File: src/rtl/brb_pkg.sv
`default_nettype none
package brb_pkg;

   localparam int STORE_DEPTH = 1024;
   localparam int MAX_BLOCK   = 64;
   localparam int PTR_W       = $clog2(STORE_DEPTH);
   localparam int SIZE_W      = 11;
   localparam int LEN_W       = 7;
   localparam int OFF_W       = 12;
   localparam int BYTE_W      = 8;
   localparam int FUNC_W      = 3;

   typedef enum logic [FUNC_W-1:0] {
      FUNC_PUSH      = 3'd0,
      FUNC_POP       = 3'd1,
      FUNC_PEEK      = 3'd2,
      FUNC_SKIP      = 3'd3,
      FUNC_SEEK_HEAD = 3'd4,
      FUNC_SEEK_TAIL = 3'd5,
      FUNC_CLEAR     = 3'd6
   } func_type;

   typedef enum logic [1:0] {
      STATUS_OK     = 2'd0,
      STATUS_REJECT = 2'd1,
      STATUS_RANGE  = 2'd2
   } status_type;

   typedef enum logic [1:0] {
      ST_CLEAR,
      ST_IDLE,
      ST_READ
   } state_type;

   typedef struct packed {
      logic clr_we;
      logic take;
      logic read_step;
   } ctrl_cmd_type;

   typedef struct packed {
      logic clr_last;
      logic block_read;
      logic count_one;
      logic slot_free;
   } dp_status_type;

endpackage
`default_nettype wire

File: src/rtl/brb_ctrl.sv
`default_nettype none
module brb_ctrl (
   input  logic                  clock,
   input  logic                  reset,
   input  logic                  req_valid,
   input  brb_pkg::dp_status_type stat,
   output brb_pkg::ctrl_cmd_type  cmd,
   output logic                  req_ready
);
   import brb_pkg::*;

   state_type state_ff, state_in;

   always_ff @(posedge clock) begin
      if (reset) begin
         state_ff <= ST_CLEAR;
      end else begin
         state_ff <= state_in;
      end
   end

   always_comb begin
      state_in = state_ff;
      case (state_ff)
         ST_CLEAR: begin
            if (stat.clr_last) state_in = ST_IDLE;
         end
         ST_IDLE: begin
            if (req_valid && stat.slot_free && stat.block_read) state_in = ST_READ;
         end
         ST_READ: begin
            if (stat.slot_free && stat.count_one) state_in = ST_IDLE;
         end
         default: state_in = ST_CLEAR;
      endcase
   end

   always_comb begin
      cmd       = '0;
      req_ready = 1'b0;
      case (state_ff)
         ST_CLEAR: begin
            cmd.clr_we = 1'b1;
         end
         ST_IDLE: begin
            req_ready = stat.slot_free;
            cmd.take  = req_valid && stat.slot_free;
         end
         ST_READ: begin
            cmd.read_step = stat.slot_free;
         end
         default: begin
            cmd = '0;
         end
      endcase
   end

endmodule
`default_nettype wire

File: config.mk
export PLATFORM = sky130hd
export DESIGN_NAME = brb_ctrl
export DESIGN_NICKNAME = d
export VERILOG_FILES = /design/src/rtl/brb_pkg.sv /design/src/rtl/brb_ctrl.sv
export SDC_FILE = /design/constraint.sdc
export NUM_CORES = 1
export LEC_CHECK = 0
export ABC_AREA = 1
export ABC_CLOCK_PERIOD_IN_PS = 1200
export BUFFER_PORTS_ARGS = -buffer_cell sky130_fd_sc_hd__buf_2
export CORE_AREA = 10 10 47 49
export DETAILED_ROUTE_END_ITERATION = 7
export DIE_AREA = 0 0 57 59
export GPL_ROUTABILITY_DRIVEN = 0
export PLACE_DENSITY = 0.37
export SYNTH_ARGS = -nofsm -noshare
export SYNTH_HDL_FRONTEND = slang
export SYNTH_SLANG_ARGS = --single-unit
File: constraint.sdc
create_clock -name clock -period 1.2 [get_ports clock]
set_clock_uncertainty 0.1 [all_clocks]
set_input_delay 0.06 -clock clock [delete_from_list [all_inputs] [get_ports clock]]
set_output_delay 0.06 -clock clock [all_outputs]
set_load 0.02 [all_outputs]
# Word level (Yosys, flattened, before mapping)
# Cells that the tools add are included.
# word_totals
reg_bits	2
in_bits	7
output_inout_bits	4
elab_cells	19
# classes
eq_ne	5
muxes	8
n_reduce_logical	5
# ops
operator	count
$mux W2	3
$ne A2 B2 Y1 const B	3
$pmux W2 S3	1
$mux W1	4
$logic_and A1 B1 Y1	3
$reduce_and A3 Y1	1
$eq A2 B1 Y1 const B	1
$eq A2 B2 Y1 const B	1
$logic_not A2 Y1	1

# Depth between registers and ports, before layout
# Gate-level depths: netlist of the first run.
# logic_depth
word_depth	4
depth_mapped	6
ltp_nobuf	6

# Worst setup path before layout of the first run
# Ideal clock, no wire load.
# synth_path
path_type	reg2out
start	register state_ff[1]
end	output cmd[0] (netlist bit)
t_arrival_ps	928
required_ps	1040
setup_slack_ps	112
stages_incl_launch_ff	3
n_path_buf	0
path_cell_list	dfxtp_1 > inv_1 > nor3_1
# synth_lines
element	line_no	text
start, declared	brb_ctrl.sv:12	state_type state_ff, state_in;
start signal, assigned	brb_ctrl.sv:18	state_ff <= state_in;
end, declared	brb_ctrl.sv:7	output brb_pkg::ctrl_cmd_type cmd,

==> results.json, run 1 <==
{
  "hpwl_um": 399,
  "syn_avg_cell_area_um2": 6.41,
  "end_kind": "output pin",
  "htreeDepth": 1,
  "drtPass1Iterations": 4,
  "setup_violations": 0,
  "synth_edf_count": 0,
  "grt-ovfl-total": 0,
  "area_delta_synth_final_pct": 82.0,
  "antenna_found_initial": 0,
  "hold_end": "state_ff[1]$_SDFFE_PP0P_",
  "synth-main-ff-cell": "dfxtp_1",
  "die_x_um": 57,
  "layout.nets": 49,
  "p_seq_share_pct": 23.8,
  "rsz0062_at_grt": "true",
  "worstPathMaxFanout": 4,
  "min_from": "stat[3]",
  "p_comb_share_pct": 37.1,
  "cts_root_buffer": "clkbuf_4",
  "fmax_ghz": 0.863,
  "yosys_warnings": 0,
  "route.detailed.drc": 0,
  "required_ns": 1.04,
  "viasPerCell": 3.59,
  "r2r-end": "state_ff[1]$_SDFFE_PP0P_",
  "clk_pin_slew_ns": 0.03,
  "fin_crit_sh_pct": 96.6,
  "die_h_um": 59,
  "p_per_area_nw_per_um2": 1350,
  "grt_use_total_pct": 3.45,
  "synth.ff_latch_count": 2,
  "yosys-top-cells-area": "dfxtp_1, nor2_2, inv_1",
  "hold_viol_final": 0,
  "path_class": "reg -> out",
  "clock_latency_ns": 0.23,
  "tightest_slew_ns": 0.154,
  "syn_inst": 25,
  "utilization_pct": 20.8,
  "hp-class": "in -> reg",
  "io_buffer_count": 10,
  "reg_top3": "state_ff: 2 flops",
  "fin_cells": 56,
  "p_sw_uw": 139,
  "hold_depth": 5,
  "critPathLaunchType": "flip-flop",
  "cts_buffers": 3,
  "synth_cell_type_count": 12,
  "clockPowerShare_pct": 39.1,
  "antenna_left": 0,
  "ys_seq_area_share_pct": 25.0,
  "antennaDiodeCount": 0,
  "fin_crit_ns": 1.16,
  "leakagePower_uw": 0.000152,
  "clock_sinks": 2,
  "pin_count": 11,
  "regToRegSetupSlack_ns": 0.19,
  "grt_pass1_vias": 203,
  "max-cap-violations": 0,
  "r2r-start": "state_ff[0]$_SDFFE_PP0P_",
  "final_layout_size_suffix_gt1_share_pct": 62.5,
  "swShare_pct": 35.4,
  "grt_max_degree": 5,
  "syn_area_um2": 160,
  "design_area_um2": 292,
  "dp.cells": 51,
  "slew_viol_final": 0,
  "outcome": "finished, final reports clean",
  "wire_per_inst_um": 8.77,
  "grt_pass1_wl_um": 786,
  "core_area_um2": 1400,
  "synth_top_cell_area_share_pct": 25.0,
  "synth_nets": 32,
  "synth-async-reset-ratio_pct": 0,
  "ir_drop_v": 0.000272,
  "start_util_pct": 11.4,
  "r2r_cells": 7,
  "vias": 201,
  "tns_ns": 0,
  "fill_cells": 164,
  "internal-power_uw": 254,
  "crit_arrival_ns": 1.00,
  "top_register": "state_ff",
  "row_count": 14,
  "drt-initial-drc-count": 1,
  "fp.dieArea_um2": 3360,
  "clockBufferDepth": 2,
  "place_area_um2": 230,
  "routed_wl_um": 491,
  "relSlewSlack_pct": 89.6,
  "yosysTopAreaCell": "dfxtp_1",
  "cts_tree": "done",
  "synthTopCellsByCount": "inv_1, nand2_1, nor2_2",
  "largest_reg_flops": 2
}
## what timing repair did
action	CTS	global route
hold endpoints to repair	1	0
hold buffers	1	0
setup endpoints to repair	3	3
buffers inserted	0	1
cloned	0	0
resized for setup	4	4
## stage by stage
| step | hold slack (ns) | setup slack [ns] | power (µW) |
|---|---|---|---|
| after floorplan | 0.0297 | 0.112 | 180 |
| after global placement | 0.157 | 0.199 | 218 |
| after detailed placement | 0.159 | 0.202 | 217 |
| after CTS | 0.0931 | 0.00209 | 388 |
| after global routing | 0.106 | -0.0372 | 426 |
| final | 0.0940 | 0.0406 | 393 |
## layout make-up
type	instances	area, µm²	area share, %
Clock buffer	3	22.5	7.73
Sequential cell	2	45.0	15.5
Inverter	6	22.5	7.73
Multi-Input combinational cell	17	105	36.1
Tap cell	16	20.0	6.87
Timing Repair Buffer	12	76.3	26.2
## routing by layer
layer | track usage (%) | part of all wire, %
met5 | 0 | 0
met4 | 7.05 | 4.3
met3 | 2.79 | 12
met2 | 4.19 | 51
met1 | 2.25 | 33
## worst max-delay path, cell delays in order, from the launching register on
cell     delay (ns)
dfxtp_4        0.36
inv_1          0.05
nor3_1         0.17
buf_2          0.19
## cell families after synthesis
group | share of synthesized area [%]
simple gates | 54.7
flops | 25.0
compound gates | 6.25
buf+inv | 14.1
## worst max path at each step
stage	from	endpoint	slack [ns]	cells after the start
detailed placement	state_ff[0]$_SDFFE_PP0P_	req_ready	0.20	5
CTS	state_ff[0]$_SDFFE_PP0P_	req_ready	0.002	5
global placement	state_ff[0]$_SDFFE_PP0P_	cmd[1]	0.20	5
finish	state_ff[1]$_SDFFE_PP0P_	cmd[0]	0.04	3
global route	state_ff[1]$_SDFFE_PP0P_	cmd[0]	-0.04	3
floorplan	state_ff[1]$_SDFFE_PP0P_	cmd[0]	0.11	2
## cells in the final DEF (no fill, tap or decap)
cell           Yosys  layout
dfxtp_4            0       1
inv_1              4       4
clkbuf_4           0       3
nand2_4            1       1
nand3_2            1       1
buf_6              0       1
nor2_4             0       1
nor3_2             1       1
nand2_1            4       4
buf_4              0       2
dlygate4sd3_1      0       1
nor3_1             1       1
inv_2              2       2
buf_2              0       8
nor2_1             2       1
nor2_2             3       3
a21oi_1            2       2
dfxtp_2            0       1
nand3_1            2       2
## power by group through the flow
stage	registers (µW)	clock network (µW)	logic, µW
5_1_grt	96.2	169	161
3_5_place_dp	89.8	0	128
3_3_place_gp	91.5	0	127
4_1_cts	91.1	163	134
2_1_floorplan	88.2	0	91.8
6_report	93.4	153	146
(Power assumes the default switching activity.)
==> run 2: changes to the inputs <==
--- a/config.mk
+++ b/config.mk
@@ -5,14 +5,13 @@
 export SDC_FILE = /design/constraint.sdc
 export NUM_CORES = 1
 export LEC_CHECK = 0
-export ABC_AREA = 1
 export ABC_CLOCK_PERIOD_IN_PS = 1200
 export BUFFER_PORTS_ARGS = -buffer_cell sky130_fd_sc_hd__buf_2
 export CORE_AREA = 10 10 47 49
 export DETAILED_ROUTE_END_ITERATION = 7
 export DIE_AREA = 0 0 57 59
 export GPL_ROUTABILITY_DRIVEN = 0
-export PLACE_DENSITY = 0.37
+export PLACE_DENSITY = 0.34
 export SYNTH_ARGS = -nofsm -noshare
 export SYNTH_HDL_FRONTEND = slang
 export SYNTH_SLANG_ARGS = --single-unit
==> results.json, run 2 <==
{
  "slew_viol_final": 0,
  "synth_nets": 23,
  "syn_avg_cell_area_um2": 7.51,
  "end_kind": "output pin",
  "fp.dieArea_um2": 3360,
  "hold_depth": 3,
  "io_buffer_count": 10,
  "layout.nets": 41,
  "total_power_uw": 283,
  "synth-async-reset-ratio_pct": 0,
  "viasPerCell": 3.35,
  "setup_violations": 0,
  "tns_ns": 0,
  "htreeDepth": 1,
  "syn_area_um2": 120,
  "min_from": "stat[2]",
  "hp-class": "in -> reg",
  "r2r-end": "state_ff[0]$_SDFFE_PP0P_",
  "synthTopCellsByCount": "nand2_1, a21oi_1, and2_1, dfxtp_1",
  "area_delta_synth_final_pct": 121,
  "clock_latency_ns": 0.22,
  "start_util_pct": 8.57,
  "final_common_cell": "buf_2",
  "yosys-top-cells-area": "dfxtp_1, and2_1, nand2_1",
  "synth-main-ff-cell": "dfxtp_1",
  "path_class": "reg -> out",
  "drt-initial-drc-count": 7,
  "fmax_ghz": 0.864,
  "path_delay_family": "simple AND/OR/NAND/NOR gates",
  "largest_reg_flops": 2,
  "p_per_area_nw_per_um2": 1070,
  "worstPathMaxFanout": 3,
  "crit_chain": "and2b_1 > and2_4 > buf_6",
  "antennaDiodeCount": 0,
  "core_area_um2": 1400,
  "synth.ff_latch_count": 2,
  "cp_slowest_stage_delay_ns": 0.32,
  "relSlewSlack_pct": 90.5,
  "multi_input_area_um2": 92.6,
  "path_buf_inv": 1,
  "hold_viol_final": 0,
  "final_layout_size_suffix_gt1_share_pct": 62.5,
  "leakagePower_uw": 0.000125,
  "routed_wl_um": 466,
  "wire_per_inst_um": 9.71,
  "r2r-start": "state_ff[0]$_SDFFE_PP0P_",
  "ir_drop_v": 0.000313,
  "cts_root_buffer": "clkbuf_4",
  "outcome": "finished, final reports clean",
  "grt_max_degree": 8,
  "antenna_found_initial": 0,
  "cts_buffers": 3,
  "cts_tree": "done",
  "grt-ovfl-total": 0,
  "fin_crit_sh_pct": 96.5,
  "ff_latch_area_um2": 42.5,
  "grt_use_total_pct": 3.07,
  "pin_count": 11,
  "grt_pass1_vias": 171,
  "reg_top3": "state_ff: 2 flops",
  "synth_cell_type_count": 11,
  "clock_sinks": 2,
  "mostFrequentLayoutCells": "buf_2, nand2_1, clkbuf_4",
  "cpMaxStageDelayCell": "dfxtp_2",
  "clk_pin_slew_ns": 0.03,
  "clockBufferDepth": 2,
  "tightest_slew_ns": 0.142,
  "fin_crit_ns": 1.16,
  "yosys_warnings": 0,
  "top_register": "state_ff",
  "syn_inst": 16,
  "drtPass1Iterations": 3,
  "regToRegSetupSlack_ns": 0.09,
  "synth_edf_count": 0,
  "yosysMostFrequentCell": "nand2_1",
  "yosysTopAreaCell": "dfxtp_1",
  "critPathLaunchType": "flip-flop",
  "grt_pass1_wl_um": 752,
  "ys_seq_area_share_pct": 33.3,
  "required_ns": 1.04,
  "r2r_cells": 4,
  "die_h_um": 59,
  "route.detailed.drc": 0,
  "synth_top_cell_area_share_pct": 33.3,
  "rsz0062_at_grt": "false",
  "antenna_left": 0,
  "vias": 161,
  "row_count": 14,
  "crit_arrival_ns": 1.00,
  "hold_end": "state_ff[1]$_SDFFE_PP0P_",
  "max-cap-violations": 0,
  "die_x_um": 57,
  "fill_cells": 161
}
## run 2: cell types whose count changed in the layout (fill, tap and decap cells not counted), sizes merged, moves of 2 or more
cell / previous run / this run
and2: 0 / 2
nand3: 3 / 1
nor2: 5 / 1
inv: 6 / 0
nor3: 2 / 0
nand2: 5 / 3
## run 2: metal layers
layer | track usage (%) | wire length (µm) | vias to the layer above
met1 | 3.80 | 248 | 60
met4 | 3.02 | 0 | 0
li1 | - | - | 90
met2 | 1.71 | 105 | 11
met3 | 4.08 | 113 | 0
met5 | 0 | 0 | -
## run 2: worst max path at each step
stage	end	startpoint	slack (ns)	cells after the start
floorplan	state_ff[0]$_SDFFE_PP0P_	state_ff[1]$_SDFFE_PP0P_	0.19	3
CTS	cmd[0]	state_ff[0]$_SDFFE_PP0P_	0.002	3
detailed placement	cmd[1]	state_ff[0]$_SDFFE_PP0P_	0.17	3
global placement	state_ff[0]$_SDFFE_PP0P_	state_ff[0]$_SDFFE_PP0P_	0.18	3
finish	cmd[0]	state_ff[0]$_SDFFE_PP0P_	0.04	3
global route	cmd[0]	state_ff[0]$_SDFFE_PP0P_	0.003	3
## run 2: worst reg2reg max path: stages (launching register included)
cell,delay (ns)
dfxtp_2,0.32
and2b_1,0.18
buf_4,0.13
a32oi_1,0.17
a21oi_1,0.09
## run 2: kinds of logic (layout without fill, tap and decap cells)
family                 after synthesis  after routing  synth area share (%)
AO/OA/AOI/OAI                        3              3                  15.6
AND/OR/NAND/NOR                     11             11                  51.0
buffers and inverters                0             16                     0
flip-flops                           2              2                  33.3
## run 2: cell type report
type / instances / share of cell area (%)
Clock buffer: 3 / 8.49
Sequential cell: 2 / 16.0
Timing Repair Buffer: 13 / 33.0
Tap cell: 16 / 7.55
Multi-Input combinational cell: 14 / 34.9
## run 2: per-stage QoR
stage                     worst slack [ns]  cell area [µm²]  utilization [%]  cells  hold WS, ns
final                               0.0426              265             18.9     48       0.0236
after global routing               0.00312              265             18.9     48       0.0444
after CTS                          0.00199              241             17.2     47       0.0253
after detailed placement             0.173              190             13.6     42        0.137
after global placement               0.184              190             13.6     42        0.142
after floorplan                      0.187              120                -     16       0.0291
## run 2: power by group
group          total, µW  switching, µW  leakage (µW)  internal, µW
clock                145           35.3     0.0000138           110
combinational       63.6           30.6     0.0000943          32.9
sequential          74.2           2.52     0.0000172          71.7
total                283           68.5      0.000125           215
## run 2: timing repair
action | in CTS | in global routing
hold buffers | 1 | 0
hold endpoints to repair | 2 | 0
setup buffers | 1 | 1
pin swaps | 0 | 0
gates resized for setup | 4 | 5
endpoints found under the setup margin | 3 | 3
==> run 3: changes to the inputs <==
==> constraint.sdc (replaced) <==
create_clock -name clock -period 1.2 [get_ports clock]
set_clock_uncertainty 0.1 [all_clocks]
set_input_delay 0.06 -clock clock [delete_from_list [all_inputs] [get_ports clock]]
set_output_delay 0.06 -clock clock [all_outputs]
set_load 0.005 [all_outputs]
==> results.json, run 3 (synthesis gave the netlist of run 2 again) <==
{
  "place_area_um2": 190,
  "design_area_um2": 230,
  "setup_violations": 0,
  "fin_crit_ns": 1.15,
  "antennaDiodeCount": 0,
  "reg_top3": "state_ff: 2 flops",
  "row_count": 14,
  "regToRegSetupSlack_ns": 0.19,
  "fill_cells": 160,
  "top_register": "state_ff",
  "dp.cells": 42,
  "antenna_found_initial": 0,
  "end_kind": "output pin",
  "p_per_area_nw_per_um2": 1160,
  "multi_input_area_um2": 85.1,
  "fmax_ghz": 0.869,
  "grt_pass1_wl_um": 752,
  "start_util_pct": 8.57,
  "path_class": "reg -> out",
  "p_seq_share_pct": 27.8,
  "drtPass1Iterations": 2,
  "grt_max_degree": 8,
  "io_buffer_count": 10,
  "fin_ws_ns": 0.0499,
  "clockBufferDepth": 2,
  "htreeDepth": 1,
  "r2r_cells": 3,
  "grt_use_total_pct": 3.07,
  "slew_viol_final": 0,
  "fp.dieArea_um2": 3360,
  "hold_depth": 3,
  "drt-initial-drc-count": 7,
  "core_area_um2": 1400,
  "hold_end": "state_ff[1]$_SDFFE_PP0P_",
  "place_ws_ns": 0.185,
  "grt-ovfl-total": 0,
  "clockPowerShare_pct": 54.9,
  "outcome": "finished, final reports clean",
  "fin_crit_sh_pct": 95.8,
  "route.detailed.drc": 0,
  "grt_pass1_vias": 171,
  "clock_latency_ns": 0.22,
  "fin_cells": 46,
  "max-cap-violations": 0,
  "leakagePower_uw": 0.000114,
  "p_sw_uw": 59.3,
  "cts_buffers": 3,
  "clk_pin_slew_ns": 0.03,
  "pin_count": 11,
  "final_common_cell": "buf_2",
  "required_ns": 1.04,
  "ir_drop_v": 0.000294,
  "r2r-end": "state_ff[0]$_SDFFE_PP0P_",
  "die_x_um": 57,
  "final_layout_size_suffix_gt1_share_pct": 53.3,
  "antenna_left": 0,
  "relSlewSlack_pct": 90.4,
  "r2r-start": "state_ff[0]$_SDFFE_PP0P_",
  "rsz0062_at_grt": "false",
  "area_delta_synth_final_pct": 91.7,
  "hold_viol_final": 0,
  "p_comb_share_pct": 17.3,
  "mostFrequentLayoutCells": "buf_2, nand2_1, clkbuf_4",
  "tns_ns": 0,
  "cts_tree": "done",
  "wire_per_inst_um": 10.0,
  "largest_reg_flops": 2,
  "internal-power_uw": 207,
  "cts_root_buffer": "clkbuf_4",
  "viasPerCell": 3.33,
  "cts_setup_buffers": 0,
  "tightest_slew_ns": 0.144,
  "critPathLaunchType": "flip-flop",
  "layout.nets": 39,
  "worstPathMaxFanout": 3,
  "crit_arrival_ns": 0.99,
  "routed_wl_um": 460,
  "clock_sinks": 2,
  "vias": 153,
  "swShare_pct": 22.2,
  "hp-class": "in -> reg",
  "min_from": "stat[2]",
  "total_power_uw": 267,
  "die_h_um": 59,
  "ff_latch_area_um2": 42.5
}
[run 3: what timing repair did]
item                       4_1_cts  5_1_grt
hold endpoints to repair         2        0
resized for setup                2        1
setup endpoints to repair        1        1
hold buffers                     1        0
pin swaps                        0        1
[run 3: how the worst max path moves through the flow]
stage | startpoint | endpoint | slack (ns) | cells past startpoint
2_1_floorplan | state_ff[0]$_SDFFE_PP0P_ | state_ff[0]$_SDFFE_PP0P_ | 0.24 | 3
3_3_place_gp | state_ff[0]$_SDFFE_PP0P_ | state_ff[0]$_SDFFE_PP0P_ | 0.18 | 3
3_5_place_dp | state_ff[0]$_SDFFE_PP0P_ | state_ff[0]$_SDFFE_PP0P_ | 0.19 | 3
4_1_cts | state_ff[0]$_SDFFE_PP0P_ | cmd[0] | 0.02 | 3
5_1_grt | state_ff[0]$_SDFFE_PP0P_ | cmd[1] | 0.004 | 3
6_report | state_ff[0]$_SDFFE_PP0P_ | cmd[0] | 0.05 | 3
[run 3: worst max-delay path: stages, from the launching register on]
cell and delay, ns:
dfxtp_2 0.32, and2b_1 0.19, and2_1 0.14, buf_2 0.12
[run 3: stage by stage]
stage	hold WS [ns]	utilization, %
floorplan	0.0291	-
global placement	0.142	13.6
detailed placement	0.137	13.6
CTS	0.0253	16.3
global route	0.0443	16.4
finish	0.0240	16.4
[run 3: power by group through the flow]
stage | Combinational [µW] | Clock [µW] | Sequential (µW)
finish | 46.1 | 146 | 74.1
global route | 51.8 | 160 | 74.4
CTS | 46.6 | 157 | 74.0
detailed placement | 41.8 | 0 | 73.9
global placement | 43.2 | 0 | 73.7
floorplan | 17.9 | 0 | 73.5
[run 3: layer usage]
layer	vias up	share of wire, %	GRT usage [%]
li1	86	-	-
met1	56	55	3.79
met2	11	20	1.71
met3	0	25	4.08
met4	0	0	3.02
met5	-	0	0
[run 3: final cells by class]
cell class	count	share of cell area [%]
clock buffers	3	9.78
multi-input cells	14	37.0
flip-flops and latches	2	18.5
well taps	16	8.70
repair buffers	11	26.1
